### config.mk
export PLATFORM = sky130hd
export DESIGN_NAME = camera_object_block_parser
export DESIGN_NICKNAME = d
export VERILOG_FILES = /design/src/cobp_pkg.sv /design/src/cobp_regs.sv /design/src/cobp_table.sv /design/src/cobp_ctrl.sv /design/src/cobp_out.sv /design/src/camera_object_block_parser.sv
export SDC_FILE = /design/constraint.sdc
export NUM_CORES = 2
export LEC_CHECK = 0
export ABC_CLOCK_PERIOD_IN_PS = 11500
export BUFFER_PORTS_ARGS = -buffer_cell sky130_fd_sc_hd__buf_4
export CORE_MARGIN = 3
export CORE_UTILIZATION = 50
export CTS_BUF_LIST = sky130_fd_sc_hd__clkbuf_4 sky130_fd_sc_hd__clkbuf_8
export DETAILED_ROUTE_END_ITERATION = 12
export HOLD_SLACK_MARGIN = 0.02
export PLACE_DENSITY = 0.66
export SETUP_SLACK_MARGIN = 0.3
export SKIP_CTS_REPAIR_TIMING = 1
export SYNTH_ARGS = -nofsm -noshare
export SYNTH_HDL_FRONTEND = slang
export SYNTH_HIERARCHICAL = 1
export SYNTH_SLANG_ARGS = --single-unit
### constraint.sdc
create_clock -name clk -period 11.5 [get_ports clk]
set_input_delay 2.875 -clock clk [delete_from_list [all_inputs] [get_ports clk]]
set_output_delay 2.875 -clock clk [all_outputs]
set_load 0.005 [all_outputs]
### src/cobp_pkg.sv
package cobp_pkg;

	localparam int MAX_OBJECTS_DEF = 32;
	localparam int BLOCK_WORDS     = 6;
	localparam int WORD_W          = 16;
	localparam int OBJ_W           = BLOCK_WORDS * WORD_W;

	localparam logic [15:0] SYNC_WORD      = 16'haa55;
	localparam logic [15:0] ZERO_WORD      = 16'h0000;
	localparam logic [7:0]  MISS_LIMIT_RST = 8'd16;
	localparam logic [7:0]  EMPTY_THR_RST  = 8'd5;

	localparam logic CMD_DATA  = 1'b0;
	localparam logic CMD_QUERY = 1'b1;

	localparam logic REG_MISS_LIMIT = 1'b0;
	localparam logic REG_EMPTY_THR  = 1'b1;

	typedef enum logic [1:0] {
		KIND_DONE    = 2'd0,
		KIND_TIMEOUT = 2'd1,
		KIND_FOUND   = 2'd2,
		KIND_NONE    = 2'd3
	} kind_t;

	typedef struct packed {
		logic [7:0] miss_limit;
		logic [7:0] empty_threshold;
	} cfg_t;

	typedef struct packed {
		kind_t      kind;
		logic [5:0] frame_size;
		logic       frame_empty;
		logic       overflow;
	} result_t;

endpackage

### src/cobp_regs.sv
module cobp_regs
	import cobp_pkg::*;
(
	input  logic        clk,
	input  logic        arst_n,
	input  logic        psel,
	input  logic        penable,
	input  logic        pwrite,
	input  logic [2:0]  paddr,
	input  logic [31:0] pwdata,
	output logic [31:0] prdata,
	output logic        pready,
	output cfg_t        cfg
);

	cfg_t cfg_q;
	logic wr_en;

	assign pready = 1'b1;
	assign wr_en  = psel && penable && pwrite && pready;
	assign cfg    = cfg_q;

	always_ff @(posedge clk or negedge arst_n) begin
		if (!arst_n) begin
			cfg_q.miss_limit      <= MISS_LIMIT_RST;
			cfg_q.empty_threshold <= EMPTY_THR_RST;
		end else if (wr_en) begin
			case (paddr[2])
				REG_MISS_LIMIT: cfg_q.miss_limit      <= pwdata[7:0];
				REG_EMPTY_THR:  cfg_q.empty_threshold <= pwdata[7:0];
				default:        cfg_q.miss_limit      <= cfg_q.miss_limit;
			endcase
		end
	end

	always_comb begin
		case (paddr[2])
			REG_MISS_LIMIT: prdata = {24'd0, cfg_q.miss_limit};
			REG_EMPTY_THR:  prdata = {24'd0, cfg_q.empty_threshold};
			default:        prdata = 32'd0;
		endcase
	end

endmodule

### src/cobp_table.sv
module cobp_table
	import cobp_pkg::*;
#(
	parameter int MAX_OBJECTS = MAX_OBJECTS_DEF,
	parameter int AW          = (MAX_OBJECTS > 1) ? $clog2(MAX_OBJECTS) : 1
) (
	input  logic             clk,
	input  logic             wr_en,
	input  logic [AW-1:0]    wr_addr,
	input  logic [OBJ_W-1:0] wr_data,
	input  logic             rd_en,
	input  logic [AW-1:0]    rd_addr,
	output logic [OBJ_W-1:0] rd_data
);

	logic [OBJ_W-1:0] mem [MAX_OBJECTS];
	logic [OBJ_W-1:0] rd_data_q;

	assign rd_data = rd_data_q;

	always_ff @(posedge clk) begin
		if (wr_en) begin
			mem[wr_addr] <= wr_data;
		end
		if (rd_en) begin
			rd_data_q <= mem[rd_addr];
		end
	end

endmodule

### src/cobp_ctrl.sv
module cobp_ctrl
	import cobp_pkg::*;
#(
	parameter int MAX_OBJECTS = MAX_OBJECTS_DEF,
	parameter int AW          = (MAX_OBJECTS > 1) ? $clog2(MAX_OBJECTS) : 1
) (
	input  logic             clk,
	input  logic             arst_n,
	input  logic             fire,
	input  logic             cmd,
	input  logic [15:0]      data_word,
	input  logic [5:0]       object_index,
	input  cfg_t             cfg,
	output logic             res_vld,
	output result_t          res,
	output logic             wr_en,
	output logic [AW-1:0]    wr_addr,
	output logic [OBJ_W-1:0] wr_data,
	output logic             rd_en,
	output logic [AW-1:0]    rd_addr
);

	localparam int CW = $clog2(MAX_OBJECTS + 1);

	logic          saving_q, saving_n;
	logic          first_q, first_n;
	logic          lws_q, lws_n;
	logic [7:0]    miss_q, miss_n;
	logic [3:0]    blen_q, blen_n;
	logic [CW-1:0] count_q, count_n;
	logic [7:0]    empty_q, empty_n;
	logic          ovf_q, ovf_n;
	logic [15:0]   words_q [BLOCK_WORDS];

	logic          word_en;
	logic          do_commit;
	logic          good;
	logic          full;
	logic [15:0]   sum;
	logic [7:0]    lim;
	logic [7:0]    miss_inc;
	logic          commit_wr;
	logic          vld;
	kind_t         kind;

	assign sum  = words_q[1] + words_q[2] + words_q[3] + words_q[4] + words_q[5];
	assign good = !first_q && (blen_q >= 4'(BLOCK_WORDS)) && (sum == words_q[0]);
	assign full = !(count_q < CW'(MAX_OBJECTS));
	assign lim  = (cfg.miss_limit == 8'd0) ? 8'd1 : cfg.miss_limit;
	assign miss_inc = (miss_q == 8'hff) ? miss_q : miss_q + 8'd1;

	always_comb begin
		saving_n  = saving_q;
		first_n   = first_q;
		lws_n     = lws_q;
		miss_n    = miss_q;
		blen_n    = blen_q;
		count_n   = count_q;
		empty_n   = empty_q;
		ovf_n     = ovf_q;
		word_en   = 1'b0;
		do_commit = 1'b0;
		commit_wr = 1'b0;
		vld       = 1'b0;
		kind      = KIND_DONE;
		if (cmd == CMD_QUERY) begin
			vld  = 1'b1;
			kind = (7'(object_index) < 7'(count_q)) ? KIND_FOUND : KIND_NONE;
		end else if (!saving_q) begin
			if (data_word == SYNC_WORD) begin
				count_n  = '0;
				ovf_n    = 1'b0;
				saving_n = 1'b1;
				first_n  = 1'b1;
				lws_n    = 1'b0;
				blen_n   = 4'd0;
			end else begin
				miss_n = miss_inc;
				if (miss_inc >= lim) begin
					empty_n  = (empty_q == 8'hff) ? empty_q : empty_q + 8'd1;
					saving_n = 1'b0;
					lws_n    = 1'b0;
					miss_n   = 8'd0;
					blen_n   = 4'd0;
					vld      = 1'b1;
					kind     = KIND_TIMEOUT;
				end
			end
		end else if (data_word == ZERO_WORD) begin
			do_commit = 1'b1;
			first_n   = 1'b0;
			empty_n   = 8'd0;
			saving_n  = 1'b0;
			lws_n     = 1'b0;
			miss_n    = 8'd0;
			blen_n    = 4'd0;
			vld       = 1'b1;
			kind      = KIND_DONE;
		end else if (data_word == SYNC_WORD) begin
			if (!lws_q) begin
				lws_n = 1'b1;
				if (first_q) begin
					first_n = 1'b0;
				end else begin
					do_commit = 1'b1;
				end
			end else begin
				count_n = '0;
				ovf_n   = 1'b0;
			end
			blen_n = 4'd0;
		end else begin
			lws_n   = 1'b0;
			word_en = blen_q < 4'(BLOCK_WORDS);
			blen_n  = (blen_q == 4'hf) ? blen_q : blen_q + 4'd1;
		end
		if (do_commit && good) begin
			if (!full) begin
				commit_wr = 1'b1;
				count_n   = count_q + CW'(1);
			end else begin
				ovf_n = 1'b1;
			end
		end
	end

	assign res_vld         = fire && vld;
	assign res.kind        = kind;
	assign res.frame_size  = 6'(count_n);
	assign res.frame_empty = empty_n >= cfg.empty_threshold;
	assign res.overflow    = ovf_n;

	assign wr_en   = fire && commit_wr;
	assign wr_addr = count_q[AW-1:0];
	assign wr_data = {words_q[5], words_q[4], words_q[3], words_q[2], words_q[1], words_q[0]};
	assign rd_en   = fire && (cmd == CMD_QUERY);
	assign rd_addr = object_index[AW-1:0];

	always_ff @(posedge clk or negedge arst_n) begin
		if (!arst_n) begin
			saving_q <= 1'b0;
			first_q  <= 1'b0;
			lws_q    <= 1'b0;
			miss_q   <= 8'd0;
			blen_q   <= 4'd0;
			count_q  <= '0;
			empty_q  <= 8'd0;
			ovf_q    <= 1'b0;
		end else if (fire) begin
			saving_q <= saving_n;
			first_q  <= first_n;
			lws_q    <= lws_n;
			miss_q   <= miss_n;
			blen_q   <= blen_n;
			count_q  <= count_n;
			empty_q  <= empty_n;
			ovf_q    <= ovf_n;
		end
	end

	always_ff @(posedge clk) begin
		if (fire && word_en) begin
			words_q[blen_q[2:0]] <= data_word;
		end
	end

endmodule

### src/cobp_out.sv
module cobp_out
	import cobp_pkg::*;
(
	input  logic             clk,
	input  logic             arst_n,
	input  logic             res_vld,
	input  result_t          res,
	input  logic [OBJ_W-1:0] rd_data,
	output logic             in_ready,
	output logic             m_tvalid,
	input  logic             m_tready,
	output logic [103:0]     m_tdata,
	output logic [1:0]       m_tuser
);

	logic         valid_s1;
	result_t      res_s1;
	logic         out_vld_q;
	logic [103:0] tdata_q;
	logic [1:0]   tuser_q;
	logic         move;

	assign move     = valid_s1 && (!out_vld_q || m_tready);
	assign in_ready = !valid_s1 || move;

	always_ff @(posedge clk or negedge arst_n) begin
		if (!arst_n) begin
			valid_s1  <= 1'b0;
			out_vld_q <= 1'b0;
		end else begin
			if (in_ready) begin
				valid_s1 <= res_vld;
			end
			if (move) begin
				out_vld_q <= 1'b1;
			end else if (m_tready) begin
				out_vld_q <= 1'b0;
			end
		end
	end

	always_ff @(posedge clk) begin
		if (in_ready && res_vld) begin
			res_s1 <= res;
		end
		if (move) begin
			tuser_q <= res_s1.kind;
			tdata_q <= {(res_s1.kind == KIND_FOUND) ? rd_data : {OBJ_W{1'b0}},
				res_s1.overflow, res_s1.frame_empty, res_s1.frame_size};
		end
	end

	assign m_tvalid = out_vld_q;
	assign m_tdata  = tdata_q;
	assign m_tuser  = tuser_q;

endmodule

### src/camera_object_block_parser.sv
// A result moves through the s1 register, then the output register driving m_tvalid, behind any waiting result.
// Throughput: one input item per cycle while s_tready is high; a query reads the object memory in its accept cycle.
// One result may wait on the master side while the next input item is taken.
// Reset: arst_n clears the parser state, counters and valid flags at once; the registers
// return to miss limit 16 and empty threshold 5. The object memory is not cleared.
module camera_object_block_parser
	import cobp_pkg::*;
#(
	parameter int MAX_OBJECTS = MAX_OBJECTS_DEF
) (
	input  logic         clk,
	input  logic         arst_n,
	input  logic         s_tvalid,
	output logic         s_tready,
	input  logic [23:0]  s_tdata,  // data_word[15:0], object_index[21:16], zero[23:22]
	input  logic         s_tuser,  // cmd[0]
	output logic         m_tvalid,
	input  logic         m_tready,
	output logic [103:0] m_tdata,  // frame_size[5:0], frame_empty[6], table_overflow[7],
	                               // obj_checksum[23:8], obj_signature[39:24], obj_x[55:40],
	                               // obj_y[71:56], obj_width[87:72], obj_height[103:88]
	output logic [1:0]   m_tuser,  // kind[1:0]
	input  logic         psel,
	input  logic         penable,
	input  logic         pwrite,
	input  logic [2:0]   paddr,
	input  logic [31:0]  pwdata,
	output logic [31:0]  prdata,
	output logic         pready
);

	localparam int AW = (MAX_OBJECTS > 1) ? $clog2(MAX_OBJECTS) : 1;

	cfg_t             cfg;
	logic             fire;
	logic             res_vld;
	result_t          res;
	logic             wr_en;
	logic [AW-1:0]    wr_addr;
	logic [OBJ_W-1:0] wr_data;
	logic             rd_en;
	logic [AW-1:0]    rd_addr;
	logic [OBJ_W-1:0] rd_data;

	assign fire = s_tvalid && s_tready;

	cobp_regs u_regs (
		.clk     (clk),
		.arst_n  (arst_n),
		.psel    (psel),
		.penable (penable),
		.pwrite  (pwrite),
		.paddr   (paddr),
		.pwdata  (pwdata),
		.prdata  (prdata),
		.pready  (pready),
		.cfg     (cfg)
	);

	cobp_ctrl #(
		.MAX_OBJECTS (MAX_OBJECTS),
		.AW          (AW)
	) u_ctrl (
		.clk          (clk),
		.arst_n       (arst_n),
		.fire         (fire),
		.cmd          (s_tuser),
		.data_word    (s_tdata[15:0]),
		.object_index (s_tdata[21:16]),
		.cfg          (cfg),
		.res_vld      (res_vld),
		.res          (res),
		.wr_en        (wr_en),
		.wr_addr      (wr_addr),
		.wr_data      (wr_data),
		.rd_en        (rd_en),
		.rd_addr      (rd_addr)
	);

	cobp_table #(
		.MAX_OBJECTS (MAX_OBJECTS),
		.AW          (AW)
	) u_table (
		.clk     (clk),
		.wr_en   (wr_en),
		.wr_addr (wr_addr),
		.wr_data (wr_data),
		.rd_en   (rd_en),
		.rd_addr (rd_addr),
		.rd_data (rd_data)
	);

	cobp_out u_out (
		.clk      (clk),
		.arst_n   (arst_n),
		.res_vld  (res_vld),
		.res      (res),
		.rd_data  (rd_data),
		.in_ready (s_tready),
		.m_tvalid (m_tvalid),
		.m_tready (m_tready),
		.m_tdata  (m_tdata),
		.m_tuser  (m_tuser)
	);

endmodule

==> reports/metrics.csv <==
metric,value,unit
status,"complete, no violations",
worst endpoint required time,12.14,ns
hold_sp,u_out/res_s1[4]$_DFFE_PP_,
core box area,0.263,sq mm
fin crit share,78.2,%
DRT Pass-1 Iters,6,
post-synth top area cell,edfxtp_1,
PwrDens,168,mW/mm^2
sequential share of power,55.2,%
root buffer cell,clkbuf_8,
number of global-route vias before repair,68200,
final WL,343000,microns
pin count of the biggest net entering global routing,150,
Layout area overhead,12.2,%
power share of the clock group,40.3,%
"CTS clk-pin slew, worst paths",0.06,ns
Longest Clk Path Bufs,4,
post-detail-place hpwl,177000,microns
Max-Cap Viols,0,
Wirelength per Cell,31.2,microns
worst r2r src,u_ctrl/words_q[3][1]$_DFFE_PP_,
routability congestion estimate from global placement,0.859,
overall routing resource usage,25.0,%
Synth Flop Type,edfxtp_1,
Slew HR,5.29,%
Die W,520,microns
Seq cells post-synth,3428,
dpl ws,2.57,ns
global route overflow,0,
arrival time worst endpoint,9.62,ns
Sw Ratio,22.0,%
combinational power share,4.5,%
Tmin final,8.99,ns
layout cell share with drive strength beyond 1,22.1,%
CP Max Fanout,33,
"Endpoint, Worst Hold",u_out/m_tdata[2]$_DFFE_PP_,
post-synthesis sequential area ratio,77.6,%
"Slew Viols, Final",0,
setup tns final,0,ns
Area contributors post-synth,"edfxtp_1, mux4_2, mux2i_1",
R2R cell count,16,
Sink Count,3428,
Synth Cell Area,0.132,sq mm
Routed Antenna Nets,0,
Starting Density,50.4,%
endpoints failing hold,0,
YS warnings,6,
Die H,520,microns
Pleak,49.1,nW
r2r endpoint,u_table/mem[9][16]$_DFFE_PP_,
nature of the critical path endpoint,register,
CP Launch Type,register,
I/O Pins,208,
asr flop ratio synth,1.40,%
antenna violations before repair,20,
post-synth top area share,76.7,%
setup ws final,2.51,ns
vias,68200,
post-synthesis cell count,6539,
Die Area,0.271,sq mm
Inserted Clock Buffers,553,
Syn Area/Cell,20.2,sq um
PortBufs,154,
Worst Tran Pin Value,1.41,ns
maximum level of the CTS H-tree,6,
hold path cells,0,
Worst Clk Skew,0.0671,ns
VDD IR max,0.0999,mV
CTS tree,built,
Vias/cell,6.21,
fin nets,7213,
first-pass GRT wire length,487000,microns
Initial DRC Count,9220,
CP Launch Point,u_ctrl/words_q[3][1]$_DFFE_PP_,
row count,188,
Final Setup Violations,0,
number of synthesized flops with an enable pin,3380,
worst hold path type,register to register,
R2R setup slack,2.51,ns
fmax,111,MHz
DRC viols,0,
RSZ-0062 raised after global routing,false,
clock latency on the worst-skew pair,1.05,ns
switching pwr,5.47,mW
synth unique cells,87,
Internal,19.4,mW
Crit Path Class,register to register,
layout by cell type, fill, tap and decap left out, types with 29 or more instances in the layout:
cell type	count
nand4_1	54
clkbuf_4	152
fa_1	44
nor2_4	39
a31oi_1	56
inv_1	50
buf_12	29
ha_1	42
dfrtp_1	45
a22oi_1	512
and2_1	107
a22o_1	59
clkbuf_8	568
edfxtp_1	3380
a21oi_1	36
mux4_2	384
nand3_1	225
buf_4	285
clkinv_2	46
mux2i_1	773
clkinv_1	129
nand2_1	55
final cells by class:
class	instances	area, sq um
diodes	12	30.0
clock buffers	720	8960
clock inverters	230	1430
fillers	19500	114000
inverters	51	191
multi-input cells	2709	28000
flip-flops and latches	3428	103000
well taps	3515	4400
repair buffers	317	2760
state kept, by name, indices dropped and copies added, names as in the netlist, 2 cells and up:
name             count
u_ctrl/blen_q        4
u_ctrl/count_q       6
u_ctrl/empty_q       8
u_ctrl/miss_q        8
u_ctrl/words_q      96
u_out/m_tdata      104
u_out/m_tuser        2
u_out/res_s1        10
u_regs/cfg          16
u_table/mem       3072
u_table/rd_data     96
cells in the mapped netlist (8+ instances only):
cell,count
mux2_2,28
and2_1,112
buf_2,133
nor4_1,9
a31oi_1,56
dfrtp_1,45
nand2_1,55
nand3_1,225
nor3_1,12
xnor2_1,23
inv_1,50
a22o_1,59
mux2i_1,773
a21oi_1,36
a22oi_1,512
mux4_2,384
nand2b_1,12
buf_6,11
o21ai_0,22
a21o_1,10
buf_4,74
and3_1,8
nor2b_1,19
nor2_1,65
edfxtp_1,3380
clkbuf_1,143
xor2_1,8
fa_1,44
nand4_1,54
ha_1,42
critical path, stage by stage (launching register included):
cell and delay [ns]:
edfxtp_1 1.23, fa_1 0.60, fa_1 0.50, fa_1 0.54, ha_1 0.19, inv_1 0.06, fa_1 0.39, nand3b_1 0.25
a211oi_1 0.39, a211oi_2 0.10, mux2i_1 0.24, nand4_1 0.19, nor4_1 1.14, and4_1 0.42, nand3b_1 0.67, nor2_4 0.91
buf_4 0.68
worst max-delay path by stage:
stage | endpoint | cells past startpoint
final | u_table/mem[9][16]$_DFFE_PP_ | 16
after global routing | u_table/mem[2][70]$_DFFE_PP_ | 16
after CTS | u_table/mem[9][79]$_DFFE_PP_ | 16
after detailed placement | u_table/mem[9][24]$_DFFE_PP_ | 11
after global placement | u_table/mem[9][24]$_DFFE_PP_ | 11
after floorplan | u_table/mem[12][0]$_DFFE_PP_ | 10
power by group through the flow:
stage / logic (mW) / clock network (mW) / registers (mW)
floorplan: 0.731 / 0 / 14.0
global placement: 1.12 / 0 / 14.0
detailed placement: 1.14 / 0 / 14.0
CTS: 1.14 / 10.2 / 13.7
global route: 1.22 / 10.8 / 13.7
finish: 1.13 / 10.0 / 13.7
cells by family (layout without fill, tap and decap cells):
logic type                 Yosys count  count (layout)  synth area share, %
AOI/OAI and AO/OA                  760             760                 4.27
buffers and inverters              425            1318                 1.61
muxes                             1185            1185                 12.6
and+or+nand+nor                    621             621                 2.59
adders and majority gates           86              86                 1.06
DFF                               3428            3428                 77.6
xor gates and xnor gates            32              32                0.223
other                                2              37              0.00568
layer usage:
layer / vias to the layer above / routed length [microns] / GRT usage (%)
met4: 2 / 8390 / 7.25
met5: - / 11 / 0
met2: 3532 / 162000 / 39.1
li1: 28000 / - / -
met1: 36000 / 140000 / 36.5
met3: 542 / 32600 / 4.53
stage by stage:
| step | cells | utilization [%] | hold WS (ns) | power [mW] | area, sq um |
|---|---|---|---|---|---|
| 3_3_place_gp | 10000 | 52.5 | 0.406 | 15.1 | 138000 |
| 4_1_cts | 11000 | 56.5 | 0.421 | 25.1 | 148000 |
| 2_1_floorplan | 6562 | - | 0.400 | 14.7 | 132000 |
| 5_1_grt | 11000 | 56.5 | 0.427 | 25.7 | 148000 |
| 6_report | 11000 | 56.5 | 0.417 | 24.9 | 148000 |
| 3_5_place_dp | 10000 | 52.5 | 0.407 | 15.1 | 138000 |
No activity file was read; power rests on OpenSTA's default activity.
